## config.mk

```make
export PLATFORM = sky130hd
export DESIGN_NAME = text_prime_counter_unit
export DESIGN_NICKNAME = d
export VERILOG_FILES = /design/src/design/tpc_pkg.sv /design/src/design/tpc_divider.sv /design/src/design/text_prime_counter_unit.sv
export SDC_FILE = /design/constraint.sdc
export NUM_CORES = 1
export LEC_CHECK = 0
export BUFFER_PORTS_ARGS = -buffer_cell sky130_fd_sc_hd__buf_2
export CELL_PAD_IN_SITES_DETAIL_PLACEMENT = 1
export CELL_PAD_IN_SITES_GLOBAL_PLACEMENT = 1
export CORE_MARGIN = 1
export CORE_UTILIZATION = 35
export CTS_BUF_LIST = sky130_fd_sc_hd__clkbuf_4 sky130_fd_sc_hd__clkbuf_8
export DETAILED_ROUTE_END_ITERATION = 16
export PLACE_DENSITY = 0.64
export RECOVER_POWER = 100
export SYNTH_ARGS = -nofsm -noshare
export SYNTH_HDL_FRONTEND = slang
export SYNTH_SLANG_ARGS = --single-unit
export TNS_END_PERCENT = 50
```

## constraint.sdc

```tcl
create_clock -name clk -period 9.7 [get_ports clk]
set_input_delay 1.94 -clock clk [delete_from_list [all_inputs] [get_ports clk]]
set_output_delay 1.94 -clock clk [all_outputs]
set_load 0.05 [all_outputs]
```

## src/design/tpc_pkg.sv

```systemverilog
// ----------------------------------------------------------------------------
// tpc_pkg
// Shared constants for the text prime counter: default widths, character
// codes of the token parser and the first trial divisor.
// ----------------------------------------------------------------------------
package tpc_pkg;

  localparam int VALUE_BITS_DEF = 31;
  localparam int COUNT_BITS_DEF = 32;
  localparam int OUT_BITS       = 32;

  localparam logic [7:0] CH_SPACE = 8'h20;
  localparam logic [7:0] CH_TAB   = 8'h09;
  localparam logic [7:0] CH_CR    = 8'h0D;
  localparam logic [7:0] CH_LF    = 8'h0A;
  localparam logic [7:0] CH_VT    = 8'h0B;
  localparam logic [7:0] CH_FF    = 8'h0C;
  localparam logic [7:0] CH_MINUS = 8'h2D;
  localparam logic [7:0] CH_PLUS  = 8'h2B;
  localparam logic [7:0] CH_ZERO  = 8'h30;
  localparam logic [7:0] CH_NINE  = 8'h39;

  localparam int FIRST_DIVISOR = 2;

endpackage

```

## src/design/tpc_divider.sv

```systemverilog
// ----------------------------------------------------------------------------
// tpc_divider
// Restoring divider, one quotient bit per cycle. Gives quotient and
// remainder of an unsigned division after VALUE_BITS steps.
// ----------------------------------------------------------------------------
module tpc_divider #(
  parameter int VALUE_BITS = tpc_pkg::VALUE_BITS_DEF
) (
  input  logic                  clk,
  input  logic                  rst,
  input  logic                  start,
  input  logic [VALUE_BITS-1:0] dividend,
  input  logic [VALUE_BITS-1:0] divisor,
  output logic                  done,
  output logic [VALUE_BITS-1:0] quotient,
  output logic [VALUE_BITS-1:0] remainder
);
  import tpc_pkg::*;

  localparam int CNT_W = $clog2(VALUE_BITS + 1);

  logic                  busy;
  logic [CNT_W-1:0]      steps;
  logic [VALUE_BITS-1:0] rem;
  logic [VALUE_BITS-1:0] quo;
  logic [VALUE_BITS:0]   rem_shift;
  logic [VALUE_BITS:0]   rem_diff;
  logic                  fits;
  logic [VALUE_BITS-1:0] rem_next;
  logic [VALUE_BITS-1:0] quo_next;

  always_comb begin
    rem_shift = {rem, quo[VALUE_BITS-1]};
    rem_diff  = rem_shift - {1'b0, divisor};
    fits      = (rem_shift >= {1'b0, divisor});
    rem_next  = fits ? rem_diff[VALUE_BITS-1:0] : rem_shift[VALUE_BITS-1:0];
    quo_next  = {quo[VALUE_BITS-2:0], fits};
  end

  always_ff @(posedge clk) begin
    if (rst) begin
      busy  <= 1'b0;
      done  <= 1'b0;
      steps <= '0;
    end else begin
      done <= 1'b0;
      if (start) begin
        busy  <= 1'b1;
        steps <= CNT_W'(VALUE_BITS);
      end else if (busy) begin
        steps <= steps - CNT_W'(1);
        if (steps == CNT_W'(1)) begin
          busy <= 1'b0;
          done <= 1'b1;
        end
      end
    end
  end

  always_ff @(posedge clk) begin
    if (start) begin
      rem <= '0;
      quo <= dividend;
    end else if (busy) begin
      rem <= rem_next;
      quo <= quo_next;
    end
  end

  assign quotient  = quo;
  assign remainder = rem;

endmodule

```

## src/design/text_prime_counter_unit.sv

```systemverilog
// ----------------------------------------------------------------------------
// text_prime_counter_unit
// Counts the prime decimal tokens of a byte stream and reports the count at
// each end of file.
// ----------------------------------------------------------------------------
// usage:
//   input channel: text_byte plus end_of_file, one request per file byte,
//   taken when in_valid is high and in_stall is low. tokens are split by
//   space, tab, cr and lf and read like atoi with a saturating magnitude.
//   output channel: prime_total, one request for each byte flagged
//   end_of_file, held in an output register until out_stall is low.
//   a byte that closes no testable token goes straight to the last step. a
//   token value n >= 2 is tested by trial division with divisors 2 and then
//   the odd numbers from 3, while divisor <= n / divisor; each divisor takes
//   one run of the bit-serial divider, and for a prime n the number of
//   divisors tried is about sqrt(n) / 2 + 1.5.
//   in_stall stays high while a test runs; the loop has a single divider,
//   and an adder steps the trial divisor.
//   an end of file byte waits in the last step while a previous total is
//   still stalled in the output register.
//   reset clears the token state, the count and the output valid.
// ----------------------------------------------------------------------------
module text_prime_counter_unit #(
  parameter int VALUE_BITS = tpc_pkg::VALUE_BITS_DEF,
  parameter int COUNT_BITS = tpc_pkg::COUNT_BITS_DEF
) (
  input  logic                         clk,
  input  logic                         rst,
  input  logic                         in_valid,
  output logic                         in_stall,
  input  logic [7:0]                   text_byte,
  input  logic                         end_of_file,
  output logic                         out_valid,
  input  logic                         out_stall,
  output logic [tpc_pkg::OUT_BITS-1:0] prime_total
);
  import tpc_pkg::*;

  localparam int SUM_W = VALUE_BITS + 4;
  localparam logic [VALUE_BITS-1:0] VALUE_MAX = '1;
  localparam logic [COUNT_BITS-1:0] COUNT_MAX = '1;

  typedef enum logic [3:0] {
    S_IDLE   = 4'b0001,
    S_START  = 4'b0010,
    S_WAIT   = 4'b0100,
    S_FINISH = 4'b1000
  } state_t;

  state_t state;

  // token parser state
  logic [VALUE_BITS-1:0] token_value;
  logic                  token_negative;
  logic                  inside_token;
  logic                  digits_stopped;
  logic [COUNT_BITS-1:0] running_count;

  // test in flight
  logic [VALUE_BITS-1:0] test_value;
  logic [VALUE_BITS-1:0] trial_divisor;
  logic                  found_prime;
  logic                  eof_pending;

  logic                  accept;
  logic                  is_sep;
  logic                  is_digit;
  logic [SUM_W-1:0]      value_ext;
  logic [SUM_W-1:0]      digit_sum;
  logic [VALUE_BITS-1:0] digit_value;
  logic [VALUE_BITS-1:0] value_next;
  logic                  negative_next;
  logic                  inside_next;
  logic                  stopped_next;
  logic                  need_test;
  logic [COUNT_BITS-1:0] count_next;
  logic                  out_free;
  logic                  out_load;

  logic                  div_start;
  logic                  div_done;
  logic [VALUE_BITS-1:0] div_quotient;
  logic [VALUE_BITS-1:0] div_remainder;

  assign accept   = in_valid && !in_stall;
  assign in_stall = (state != S_IDLE);
  assign out_free = !out_valid || !out_stall;
  assign out_load = (state == S_FINISH) && eof_pending && out_free;

  assign is_sep   = (text_byte == CH_SPACE) || (text_byte == CH_TAB) ||
                    (text_byte == CH_CR) || (text_byte == CH_LF);
  assign is_digit = (text_byte >= CH_ZERO) && (text_byte <= CH_NINE);

  // value * 10 + digit, saturating
  always_comb begin
    value_ext = SUM_W'(token_value);
    digit_sum = (value_ext << 3) + (value_ext << 1) + SUM_W'(text_byte - CH_ZERO);
    if (digit_sum > SUM_W'(VALUE_MAX)) begin
      digit_value = VALUE_MAX;
    end else begin
      digit_value = digit_sum[VALUE_BITS-1:0];
    end
  end

  always_comb begin
    value_next    = token_value;
    negative_next = token_negative;
    inside_next   = inside_token;
    stopped_next  = digits_stopped;
    if (is_sep) begin
      // token closes below
    end else if (!inside_token) begin
      if ((text_byte == CH_VT) || (text_byte == CH_FF)) begin
        // leading white space is skipped
      end else begin
        inside_next = 1'b1;
        if (text_byte == CH_MINUS) begin
          negative_next = 1'b1;
        end else if (text_byte == CH_PLUS) begin
          // plus sign only
        end else if (is_digit) begin
          value_next = digit_value;
        end else begin
          stopped_next = 1'b1;
        end
      end
    end else if (!digits_stopped) begin
      if (is_digit) begin
        value_next = digit_value;
      end else begin
        stopped_next = 1'b1;
      end
    end
    need_test = (is_sep || end_of_file) && inside_next && !negative_next &&
                (value_next >= VALUE_BITS'(FIRST_DIVISOR));
  end

  assign count_next = (found_prime && (running_count != COUNT_MAX)) ?
                      running_count + COUNT_BITS'(1) : running_count;

  assign div_start = (state == S_START);

  tpc_divider #(
    .VALUE_BITS (VALUE_BITS)
  ) u_divider (
    .clk       (clk),
    .rst       (rst),
    .start     (div_start),
    .dividend  (test_value),
    .divisor   (trial_divisor),
    .done      (div_done),
    .quotient  (div_quotient),
    .remainder (div_remainder)
  );

  always_ff @(posedge clk) begin
    if (rst) begin
      state          <= S_IDLE;
      token_value    <= '0;
      token_negative <= 1'b0;
      inside_token   <= 1'b0;
      digits_stopped <= 1'b0;
      running_count  <= '0;
      found_prime    <= 1'b0;
      eof_pending    <= 1'b0;
    end else begin
      unique case (state)
        S_IDLE: begin
          if (accept) begin
            found_prime <= 1'b0;
            eof_pending <= end_of_file;
            if (is_sep || end_of_file) begin
              token_value    <= '0;
              token_negative <= 1'b0;
              inside_token   <= 1'b0;
              digits_stopped <= 1'b0;
            end else begin
              token_value    <= value_next;
              token_negative <= negative_next;
              inside_token   <= inside_next;
              digits_stopped <= stopped_next;
            end
            state <= need_test ? S_START : S_FINISH;
          end
        end
        S_START: begin
          state <= S_WAIT;
        end
        S_WAIT: begin
          if (div_done) begin
            if (div_quotient < trial_divisor) begin
              found_prime <= 1'b1;
              state       <= S_FINISH;
            end else if (div_remainder == '0) begin
              state <= S_FINISH;
            end else begin
              state <= S_START;
            end
          end
        end
        S_FINISH: begin
          if (!eof_pending) begin
            running_count <= count_next;
            state         <= S_IDLE;
          end else if (out_free) begin
            running_count <= '0;
            state         <= S_IDLE;
          end
        end
        default: begin
          state <= S_IDLE;
        end
      endcase
    end
  end

  always_ff @(posedge clk) begin
    if (rst) begin
      out_valid <= 1'b0;
    end else if (out_load) begin
      out_valid <= 1'b1;
    end else if (!out_stall) begin
      out_valid <= 1'b0;
    end
  end

  // operand registers of the trial loop
  always_ff @(posedge clk) begin
    if ((state == S_IDLE) && accept) begin
      test_value    <= value_next;
      trial_divisor <= VALUE_BITS'(FIRST_DIVISOR);
    end else if ((state == S_WAIT) && div_done) begin
      // 2, then odd divisors only
      if (trial_divisor == VALUE_BITS'(FIRST_DIVISOR)) begin
        trial_divisor <= trial_divisor + VALUE_BITS'(1);
      end else begin
        trial_divisor <= trial_divisor + VALUE_BITS'(2);
      end
    end
  end

  always_ff @(posedge clk) begin
    if (out_load) begin
      prime_total <= OUT_BITS'(count_next);
    end
  end

endmodule

```

# == Word-level counts from Yosys, hierarchy flattened ==
# Index checks and enable logic that the tools add are counted.
# totals
regBits,236
input_bits,13
output_inout_bits,34
word_cells,142
# op_classes
addsub,8
magnitude_cmp,6
eq_ne,27
n_mux,54
n_bitwise,1
reduce_logical,29
# ops
op,count
two-way mux 31 bit,13
two-way mux 32 bit,3
"equality test 8 x 4 -> 1 bit, second input constant",5
adder 34 x 32 -> 35 bit,1
adder 35 bit,1
"greater-than comparator 35 x 31 -> 1 bit, second input constant",1
"adder 32 x 1 -> 32 bit, second input constant",1
>= comparator 32 x 31 -> 1 bit,1
"inequality test 32 bit, second input constant",1
"adder 31 x 1 -> 31 bit, second input constant",1
"adder 31 x 2 -> 31 bit, second input constant",1
"equality test 31 x 2 -> 1 bit, second input constant",1
">= comparator 31 x 2 -> 1 bit, second input constant",1
logical NOT 31 bit,1
less-than comparator 31 bit,1
subtractor 31 bit,1
two-way mux 4 bit,7
two-way mux 1 bit,27
"equality test 8 x 6 -> 1 bit, second input constant",3
case mux 4 bit (4 select lines),1
"inequality test 3 x 2 -> 1 bit, second input constant",4
logical AND 1 bit,10
two-way mux 5 bit,2
"subtractor 8 x 6 -> 9 bit, second input constant",1
other kinds (22),36

# == Logic depth before layout (Yosys ltp) ==
# Gate-level depths: netlist (run 1).
# logic_depth
depth_word,15
ltp_mapped,19
depth_no_buf,16

# == Modules after synthesis ==
# A second synthesis (run 1) with hierarchy kept.
# hier_totals
hier_cells,1843
hier_area_um2,16120.5
# modules_own_cells
module,instances,cells_each,area_each_um2,seq_area_each_um2
text_prime_counter_unit,1,1317,11355.9,3973.8
tpc_divider,1,526,4764.6,1691.6

# == Worst setup path before layout (run 1) ==
# OpenSTA, ideal clock, no wires.
# synth_path
kind,input to register
start,input port text_byte[6]
end,register state[1]
setup_time_ns,0.120
t_arrival_ns,7.245
t_required_ns,9.580
setup_slack_ns,2.336
path_stages,17
n_path_buf,1
path_cell_list,or2_2 > nor2_1 > fa_1 > ha_1 > buf_6 > and3_1 > nor2b_4 > a221oi_2 > a21oi_2 > o2111ai_2 > a21oi_1 > nor4_4 > nand2_4 > o41ai_2 > o211a_1 > nand4_1 > a211o_1
# synth_between
elab_chain_cells,15
word_cells_on_any_way,42
cone_classes,add/sub (2); order compare (4); eq/ne (8); mux (18); reduce/logical (10)
# synth_rtl
item,line,source
"start, declared",text_prime_counter_unit.sv:31,"input logic [7:0] text_byte,"
subtractor 8 x 6 -> 9 bit,text_prime_counter_unit.sv:97,digit_sum = (value_ext << 3) + (value_ext << 1) + SUM_W'(text_byte - CH_ZERO);
adder 35 bit,text_prime_counter_unit.sv:97,
greater-than comparator 35 x 31 -> 1 bit,text_prime_counter_unit.sv:98,if (digit_sum > SUM_W'(VALUE_MAX)) begin
two-way mux 31 bit,text_prime_counter_unit.sv:98,
two-way mux 31 bit,"text_prime_counter_unit.sv:121, text_prime_counter_unit.sv:128",
two-way mux 31 bit,text_prime_counter_unit.sv:119,end else if (text_byte == CH_PLUS) begin
two-way mux 31 bit,text_prime_counter_unit.sv:117,if (text_byte == CH_MINUS) begin
two-way mux 31 bit,text_prime_counter_unit.sv:113,if ((text_byte == CH_VT) || (text_byte == CH_FF)) begin
two-way mux 31 bit,text_prime_counter_unit.sv:112,end else if (!inside_token) begin
two-way mux 31 bit,text_prime_counter_unit.sv:110,if (is_sep) begin
>= comparator 31 x 2 -> 1 bit,text_prime_counter_unit.sv:135,(value_next >= VALUE_BITS'(FIRST_DIVISOR));
logical AND 1 bit *,text_prime_counter_unit.sv:134,need_test = (is_sep || end_of_file) && inside_next && !negative_next &&
two-way mux 4 bit *,text_prime_counter_unit.sv:183,state <= need_test ? S_START : S_FINISH;
two-way mux 4 bit *,text_prime_counter_unit.sv:169,if (accept) begin
case mux 4 bit (4 select lines) *,text_prime_counter_unit.sv:167,unique case (state)
"end signal, assigned",text_prime_counter_unit.sv:183,
"end, declared",text_prime_counter_unit.sv:50,state_t state;
# Mark *: on every way between the ends. The rest lies on a longest branch, timed or not. The select of a mux whose other input is x is not followed.
# A chain may end at the register's enable or synchronous reset.

# == Final worst setup path (run 1) ==
# Ends and elaborated chain as after synthesis.

==> results of run 1 <==
==> through the flow <==
| step | setup WS, ps | util, % | area [sq um] | instances |
|---|---|---|---|---|
| after floorplan | 2336 | - | 16200 | 1916 |
| after global placement | 1746 | 37.36 | 16990 | 2495 |
| after detailed placement | 1619 | 37.36 | 16990 | 2495 |
| after CTS | 2197 | 39.30 | 17870 | 2578 |
| after global routing | 927.3 | 39.04 | 17750 | 2578 |
| final | 1431 | 39.04 | 17750 | 2578 |
==> worst paths after layout <==
kind,slack (ps),depth (start not counted),startpoint,endpoint
max,1430,17,text_byte[6],state[1]
min,500,2,test_value[11],u_divider.quotient[11]
max reg2reg,3490,7,state[0],token_value[12]
min reg2reg,500,2,test_value[11],u_divider.quotient[11]
==> power by group through the flow <==
stage | clock, mW | combinational, mW | sequential [mW]
floorplan | 0 | 1.19 | 1.30
global placement | 0 | 1.51 | 1.34
detailed placement | 0 | 1.55 | 1.34
CTS | 1.01 | 1.56 | 1.33
global route | 1.06 | 1.74 | 1.35
finish | 0.983 | 1.56 | 1.33
==> final cells by class <==
class / count / area [sq um]
fill: 5545 / 27730
multi-input combinational: 1518 / 9873
sequential: 236 / 5665
clock buffer: 67 / 803.3
tap: 600 / 750.7
inverter: 79 / 296.5
timing repair buffer: 62 / 286.5
clock inverter: 16 / 77.57
==> per-layer routing <==
layer,global-route usage [%],part of all wire (%),vias up
li1,-,-,7017
met4,6.995,2.7,0
met2,38.03,48,324
met5,0,0,-
met1,29.99,46,7286
met3,2.949,4.2,91
==> worst max-delay path: stages <==
cell and delay [ps]:
clkbuf_1 140, or2_2 350, nor2_1 1330, fa_1 620, ha_1 490, nand4_1 330, a2111oi_0 390, a32oi_1 260
nand3_1 180, a21bo_2 150, nand4_1 550, nor4_4 530, nand2_4 300, o41ai_1 520, o211a_1 230, nand4_1 120
a211o_1 270
==> cells by family (layout without fill, tap and decap cells) <==
group                      Yosys count  in the layout  share of synthesized area (%)
muxes                               14             14                         0.8803
and+or+nand+nor                    743            743                          22.00
buffers and inverters              162            224                          3.969
adders and majority gates          137            137                          12.02
AOI/OAI and AO/OA                  515            515                          20.28
xor gates and xnor gates           109            109                          5.892
DFF                                236            236                          34.97
==> placed cells by master, fill, tap and decap left out, types with 14 or more instances in the layout <==
master    instances
a22oi_1          32
nand2_1         215
ha_1            106
nor2_1          224
nor3_1           66
and3_1           23
clkbuf_1         41
a211oi_1         27
xor2_1           30
xnor2_1          79
a21o_1           33
nand2b_1         21
inv_1            79
clkbuf_8         48
nand3_1          52
o21ai_0         106
nand4_1          29
nor4_1           26
edfxtp_1         94
clkbuf_4         19
a31oi_1          16
o21a_1           14
fa_1             31
a21oi_1         171
dfxtp_1         142
==> registers in the layout (all words and copies together) (netlist names), 4 cells and up <==
register / flops
test_value: 31
running_count: 32
token_value: 31
prime_total: 32
state: 4
u_divider.steps: 5
trial_divisor: 31
u_divider.quotient: 31
u_divider.remainder: 31
==> results.py, run 1 <==
metrics = {
    "status": {
        "outcome": "finished, violations left",
        "violations": "capacitance limit, slew limit",
    },
    "pwr": {
        "p_sw_share_pct": 40.07,
        "max-vdd-ir-drop_v": 0.0002704,
        "p_int_mw": 2.319,
        "total_power_mw": 3.869,
        "power.static_leakage_nw": 6.717,
        "combPwrFrac_pct": 40.2,
        "p_clk_share_pct": 25.4,
        "power.density_nw_per_um2": 217.9,
        "power_frac_seq_pct": 34.4,
        "power.net_switching_mw": 1.550,
    },
    "worst_hold_path": {
        "hold_class": "flip-flop to flip-flop",
    },
    "setup_path": {
        "worstPathMaxFanout": 27,
        "arrival_ps": 8730,
        "crit_required_ps": 10160,
        "path_class": "primary input to flip-flop",
        "cp-end-kind": "flip-flop",
        "start_kind": "primary input",
    },
    "sta": {
        "finalCritPeriodShare_pct": 85.25,
        "tns_ps": 0,
        "grt_setup_unrepaired": "no",
        "tightestPinTransition_ps": 4120,
        "finalHoldViolations": 0,
        "maxSlewHeadroom_pct": -174.7,
        "skew_ps": 30.27,
        "holdWs_ps": 500.8,
        "setup_violations": 0,
        "post-route-min-period_ps": 8269,
        "fmax_mhz": 120.9,
        "drv_slew": 349,
    },
    "cts": {
        "cts_root_buffer": "clkbuf_8",
        "cts_sinks": 236,
        "path_clk_slew_ps": 60,
        "clock_path_buffers": 3,
        "hold_buffers": 0,
        "cts_tree": "yes",
        "htreeDepth": 2,
        "cts_buffers": 45,
        "insertion_delay_ps": 580,
        "post_cts_resize_count": 0,
        "post_cts_buffers": 0,
    },
    "yosys": {
        "syn_inst": 1916,
        "syn_area_per_cell_sq_um": 8.457,
        "synth_edf_count": 94,
        "syn_area_sq_um": 16200,
        "synth_nets": 2066,
        "synth-warning-count": 0,
        "synth_common_cells": "224 x nor2_1, 215 x nand2_1, 170 x a21oi_1",
        "ys_ff_latch": 236,
        "synth_flop_cell": "dfxtp_1",
        "synth_top_area_cell": "dfxtp_1",
        "async_reset_ff_share_pct": 0,
        "yosysMostFrequentCell": "nor2_1",
        "synth.area.top_cells": "dfxtp_1 18%, edfxtp_1 17%, ha_1 8.2%",
        "synth_top_area_share_pct": 17.54,
        "yosysSeqAreaShare_pct": 34.97,
        "ys_types": 91,
    },
    "floorplan": {
        "start_util_pct": 35.63,
        "placeableCoreArea_sq_um": 45480,
        "die_width_um": 217.2,
        "die_area_sq_um": 47160,
        "fp-row-count": 78,
        "io-pin-count": 47,
        "die_h_um": 217.2,
    },
    "drt": {
        "via_per_inst": 5.709,
        "initialDrtViolationCount": 832,
        "drt_wl_total_um": 53360,
        "vias": 14720,
        "drc": 0,
        "final_antenna_net_count": 0,
        "wire_per_inst_um": 20.70,
        "firstDrtPassIters": 5,
    },
    "global_route": {
        "antenna_found_initial": 0,
        "grt_remaining_overflow": 0,
        "grt_pass1_wl_um": 85010,
        "grt_max_degree": 79,
        "grt_usage_pct": 22.61,
        "grt_pass1_vias": 15220,
    },
    "placement": {
        "io_buffers": 46,
        "gp_routability_congestion": 0.8747,
        "dpl.hpwl_um": 39640,
    },
    "final_layout": {
        "antennaDiodeCount": 0,
        "area_delta_synth_final_pct": 9.568,
        "fin_nets": 2092,
        "layout-drive-gt1-share_pct": 6.421,
    },
    "job": {
        "maxCapViolations": 8,
    },
}
(Power assumes the default switching activity.)
==> run 2: changes to the inputs <==
==> constraint.sdc (replaced) <==
create_clock -name clk -period 8.45 [get_ports clk]
set_input_delay 1.69 -clock clk [delete_from_list [all_inputs] [get_ports clk]]
set_output_delay 1.69 -clock clk [all_outputs]
set_load 0.05 [all_outputs]
==> run 2 against run 1 <==
  * The flow still finishes with violations (capacitance limit, slew limit)
  * Sequential power is 14% higher
  * Die area stayed put
  * Clock-buffer cell count is 3 lower
  * Total power increased by 16%
  * Design area is 0.11% higher
==> results.py, run 2 (synthesis results as in run 1) <==
metrics = {
    "floorplan": {
        "die_h_um": 217.2,
        "start_util_pct": 35.63,
        "io-pin-count": 47,
        "placeableCoreArea_sq_um": 45480,
        "fp-row-count": 78,
        "die_area_sq_um": 47160,
        "die_width_um": 217.2,
    },
    "final_layout": {
        "area_delta_synth_final_pct": 9.691,
        "layout-drive-gt1-share_pct": 6.114,
        "antennaDiodeCount": 0,
        "fin_nets": 2093,
        "fillCellCount": 5518,
        "top_regs": "prime_total x32, running_count x32",
        "fin_cells": 2579,
        "final_cell_mix": "224 x nor2_1, 215 x nand2_1, 172 x a21oi_1, 142 x dfxtp_1, 107 x o21ai_0",
        "final_common_cell": "nor2_1",
    },
    "cts": {
        "clock_path_buffers": 3,
        "cts_root_buffer": "clkbuf_8",
        "htreeDepth": 2,
        "post_cts_buffers": 0,
        "cts_tree": "yes",
        "cts_buffers": 45,
        "path_clk_slew_ps": 60,
        "hold_buffers": 0,
        "cts_sinks": 236,
        "post_cts_resize_count": 0,
        "insertion_delay_ps": 600,
    },
    "placement": {
        "gp_routability_congestion": 0.8711,
        "dpl.hpwl_um": 39740,
        "dp.cells": 2496,
        "io_buffers": 46,
    },
    "sta": {
        "holdWs_ps": 489.8,
        "grt_setup_unrepaired": "no",
        "setup_violations": 0,
        "finalCritPeriodShare_pct": 85.85,
        "post-route-min-period_ps": 7254,
        "finalHoldViolations": 0,
        "fmax_mhz": 137.9,
        "drv_slew": 376,
        "tightestPinTransition_ps": 4073,
        "skew_ps": 35.94,
        "maxSlewHeadroom_pct": -171.5,
        "tns_ps": 0,
    },
    "global_route": {
        "antenna_found_initial": 0,
        "grt_remaining_overflow": 0,
        "grt_pass1_vias": 15160,
        "grt_max_degree": 79,
        "grt_pass1_wl_um": 84790,
        "grt_usage_pct": 22.70,
    },
    "worst_hold_path": {
        "hold_class": "flip-flop to flip-flop",
        "hold_depth": 2,
    },
    "pwr": {
        "power.density_nw_per_um2": 251.8,
        "total_power_mw": 4.475,
        "power.static_leakage_nw": 6.729,
        "max-vdd-ir-drop_v": 0.0002184,
    },
    "setup_path": {
        "crit_required_ps": 8910,
        "critical_path.max_stage_delay_ps": 760,
        "start_kind": "primary input",
        "worstPathMaxFanout": 27,
        "cp_slowest_cell": "o41ai_1",
        "cp-end-kind": "flip-flop",
        "reg2reg_depth": 7,
        "arrival_ps": 7720,
        "path_class": "primary input to flip-flop",
        "path_cells": "clkbuf_1 > or2_2 > nor2_1 > buf_4 > fa_1 > ha_1 > o21ai_0 > o21ai_1 > a32oi_1 > nand3_1 > nand3b_1 > nand4_1 > clkbuf_1 > nor4_4 > nand2_4 > o41ai_1 > o211a_1 > nand4_1 > a211o_1",
    },
    "drt": {
        "drt_wl_total_um": 53090,
        "wire_per_inst_um": 20.58,
        "via_per_inst": 5.676,
        "drc": 0,
        "final_antenna_net_count": 0,
        "vias": 14640,
        "initialDrtViolationCount": 746,
        "firstDrtPassIters": 7,
    },
    "status": {
        "outcome": "finished, violations left",
        "violations": "capacitance limit, slew limit",
    },
    "job": {
        "maxCapViolations": 9,
    },
}
-- run 2: changes by cell type in the layout (fill, tap and decap cells not counted), moves of 2 or more --
cell / previous run / this run
buf_4: 11 / 9
clkbuf_1: 41 / 43
clkbuf_4: 19 / 11
clkbuf_8: 48 / 53
clkinv_1: 8 / 11
clkinv_2: 5 / 7
clkinvlp_4: 3 / 1
-- run 2: cell type report --
cell class                 count  area, sq um  share of cell area (%)
multi-input combinational   1518         9854                   55.45
sequential                   236         5665                   31.88
clock buffer                  64        812.0                   4.569
tap                          600        750.7                   4.224
inverter                      79        296.5                   1.668
timing repair buffer          63        284.0                   1.598
clock inverter                19        110.1                  0.6195
-- run 2: report_power, final --
group / leakage [nW] / internal (mW) / switching, mW
clock: 0.489 / 0.649 / 0.521
sequential: 1.98 / 1.38 / 0.142
combinational: 4.26 / 0.672 / 1.11
total: 6.73 / 2.70 / 1.77
-- run 2: final timing paths --
kind	startpoint	endpoint	slack, ps
hold reg to reg	test_value[15]	u_divider.quotient[15]	490
setup reg to reg	state[0]	token_value[25]	1620
hold / removal	test_value[15]	u_divider.quotient[15]	490
setup / recovery	text_byte[6]	state[1]	1200
-- run 2: per-layer routing --
metal	GRT usage [%]	routed length (um)	vias up
met5	0	0	-
met4	8.122	1574	0
met3	3.648	2081	100
met2	37.92	25170	276
met1	29.46	24260	7226
li1	-	-	7037
-- run 2: stage by stage --
| step | area, sq um | utilization (%) | setup WS [ps] |
|---|---|---|---|
| 2_1_floorplan | 16200 | - | 1336 |
| 3_3_place_gp | 17000 | 37.38 | 1394 |
| 3_5_place_dp | 17000 | 37.38 | 1190 |
| 4_1_cts | 17920 | 39.41 | 1796 |
| 5_1_grt | 17770 | 39.08 | 834.7 |
| 6_report | 17770 | 39.08 | 1196 |
-- run 2: worst max-delay path: cells and delay by family --
kind | cells | cell delay [ps]
AO/OA/AOI/OAI | 6 | 2450
AND/OR/NAND/NOR | 8 | 1800
buffers and inverters | 3 | 910
adder cells (fa/ha/maj) | 2 | 850
==> run 3: changes to the inputs <==
==> constraint.sdc (replaced) <==
create_clock -name clk -period 9.36 [get_ports clk]
set_input_delay 1.872 -clock clk [delete_from_list [all_inputs] [get_ports clk]]
set_output_delay 1.872 -clock clk [all_outputs]
set_load 0.05 [all_outputs]
==> run 3 against run 2 <==
  * The flow still finishes with violations (capacitance limit, slew limit)
  * Routed wire length about the same
  * Sequential power decreased by 9%
  * Sequential cell count unchanged
  * Register-to-register slack improved by 970 ps
  * Clock power decreased by 9%
  * Critical path type unchanged
==> results.py, run 3 (synthesis results as in run 1) <==
metrics = {
    "status": {
        "outcome": "finished, violations left",
        "violations": "capacitance limit, slew limit",
    },
    "final_layout": {
        "top_regs": "prime_total x32, running_count x32",
        "fin_util_pct": 39.09,
        "fillCellCount": 5493,
        "final_common_cell": "nor2_1",
        "layout-drive-gt1-share_pct": 6.478,
        "area_delta_synth_final_pct": 9.730,
        "fin_nets": 2090,
        "antennaDiodeCount": 0,
        "final_cell_mix": "224 x nor2_1, 215 x nand2_1, 171 x a21oi_1, 142 x dfxtp_1, 106 x ha_1",
    },
    "sta": {
        "drv_slew": 384,
        "tightestPinTransition_ps": 4071,
        "finalCritPeriodShare_pct": 86.76,
        "setup_violations": 0,
        "fmax_mhz": 123.1,
        "skew_ps": 44.87,
        "tns_ps": 0,
        "grt_setup_unrepaired": "no",
        "post-route-min-period_ps": 8121,
        "maxSlewHeadroom_pct": -171.4,
        "finalHoldViolations": 0,
    },
    "cts": {
        "clock_path_buffers": 3,
        "cts_tree": "yes",
        "cts_sinks": 236,
        "path_clk_slew_ps": 60,
        "post_cts_buffers": 0,
        "cts_buffers": 44,
        "hold_buffers": 0,
        "cts_root_buffer": "clkbuf_8",
        "post_cts_resize_count": 0,
        "htreeDepth": 2,
        "insertion_delay_ps": 620,
    },
    "drt": {
        "drc": 0,
        "drt_wl_total_um": 53120,
        "via_per_inst": 5.693,
        "vias": 14670,
        "firstDrtPassIters": 5,
        "wire_per_inst_um": 20.62,
        "initialDrtViolationCount": 849,
        "final_antenna_net_count": 0,
    },
    "global_route": {
        "grt_max_degree": 79,
        "use_met1_pct": 29.64,
        "met2_usage_pct": 38.31,
        "grt_pass1_wl_um": 84870,
        "grt_usage_pct": 22.69,
        "grt_pass1_vias": 15140,
        "use_met3_pct": 3.019,
        "top_usage_layer": "met2",
        "grt_remaining_overflow": 0,
        "antenna_found_initial": 0,
    },
    "setup_path": {
        "crit_required_ps": 9870,
        "worstPathMaxFanout": 27,
        "arrival_ps": 8630,
        "path_class": "primary input to flip-flop",
        "start_kind": "primary input",
        "cp-end-kind": "flip-flop",
    },
    "floorplan": {
        "die_area_sq_um": 47160,
        "fp-row-count": 78,
        "io-pin-count": 47,
        "placeableCoreArea_sq_um": 45480,
        "die_h_um": 217.2,
        "start_util_pct": 35.63,
        "die_width_um": 217.2,
    },
    "pwr": {
        "p_sw_share_pct": 39.82,
        "p_clk_share_pct": 26.2,
        "combPwrFrac_pct": 39.8,
        "power_frac_seq_pct": 34.0,
        "total_power_mw": 4.046,
        "max-vdd-ir-drop_v": 0.0002755,
        "power.net_switching_mw": 1.611,
        "power.density_nw_per_um2": 227.6,
        "p_int_mw": 2.435,
        "power.static_leakage_nw": 6.725,
    },
    "placement": {
        "gp_routability_congestion": 0.8674,
        "io_buffers": 46,
        "dpl.hpwl_um": 39590,
    },
    "worst_hold_path": {
        "hold_class": "flip-flop to flip-flop",
    },
    "job": {
        "maxCapViolations": 9,
    },
}
## run 3: cell types whose count changed in the layout (fill, tap and decap cells not counted), moves of 2 or more
cell	before	now
clkbuf_8	53	49
o21ai_1	2	4
clkbuf_4	11	17
o21ai_0	107	105
clkinv_1	11	5
## run 3: final cells by class
type	count	area, sq um	area share, %
clock buffer	66	802.0	4.511
clock inverter	16	118.9	0.6685
inverter	79	296.5	1.668
multi-input combinational	1518	9873	55.53
sequential	236	5665	31.86
tap	600	750.7	4.222
timing repair buffer	61	272.8	1.534
## run 3: critical path, cell delays in order
cell and delay [ps]:
clkbuf_1 130, or2_2 340, nor2_1 1280, fa_1 620, ha_1 350, o21ai_0 540, o21ai_1 260, a32oi_1 380
nand3_1 150, nand3b_1 130, nand4_1 580, nor4_4 540, nand2_4 290, o41ai_1 530, o211a_1 220, nand4_1 130
a211o_1 280
## run 3: path summary, 6_finish.rpt
kind                                      from                     end  slack [ps]  cells after the start
worst max-delay path              text_byte[6]                state[1]        1240                     17
worst min register to register  test_value[27]  u_divider.quotient[27]         480                      2
worst min-delay path            test_value[27]  u_divider.quotient[27]         480                      2
worst max register to register        state[0]         token_value[20]        2590                      8
## run 3: metal layers
| metal | share of wire [%] | vias to the layer above |
|---|---|---|
| met1 | 46 | 7272 |
| met5 | 0 | - |
| met4 | 3.0 | 0 |
| li1 | - | 7017 |
| met3 | 3.6 | 98 |
| met2 | 48 | 278 |
## run 3: power groups by stage
stage	Combinational [mW]	Sequential, mW	Clock, mW
floorplan	1.23	1.35	0
global placement	1.57	1.39	0
detailed placement	1.62	1.39	0
CTS	1.63	1.37	1.10
global route	1.82	1.40	1.13
finish	1.61	1.38	1.06
## run 3: per-stage QoR
step,instance area (sq um),hold WS [ps],setup WS [ps],instances
after global placement,16980,464.2,1533,2494
after floorplan,16200,450.2,2064,1916
final,17780,478.9,1239,2576
after CTS,17900,466.1,2013,2576
after detailed placement,16980,493.7,1387,2494
after global routing,17780,506.9,865.3,2576
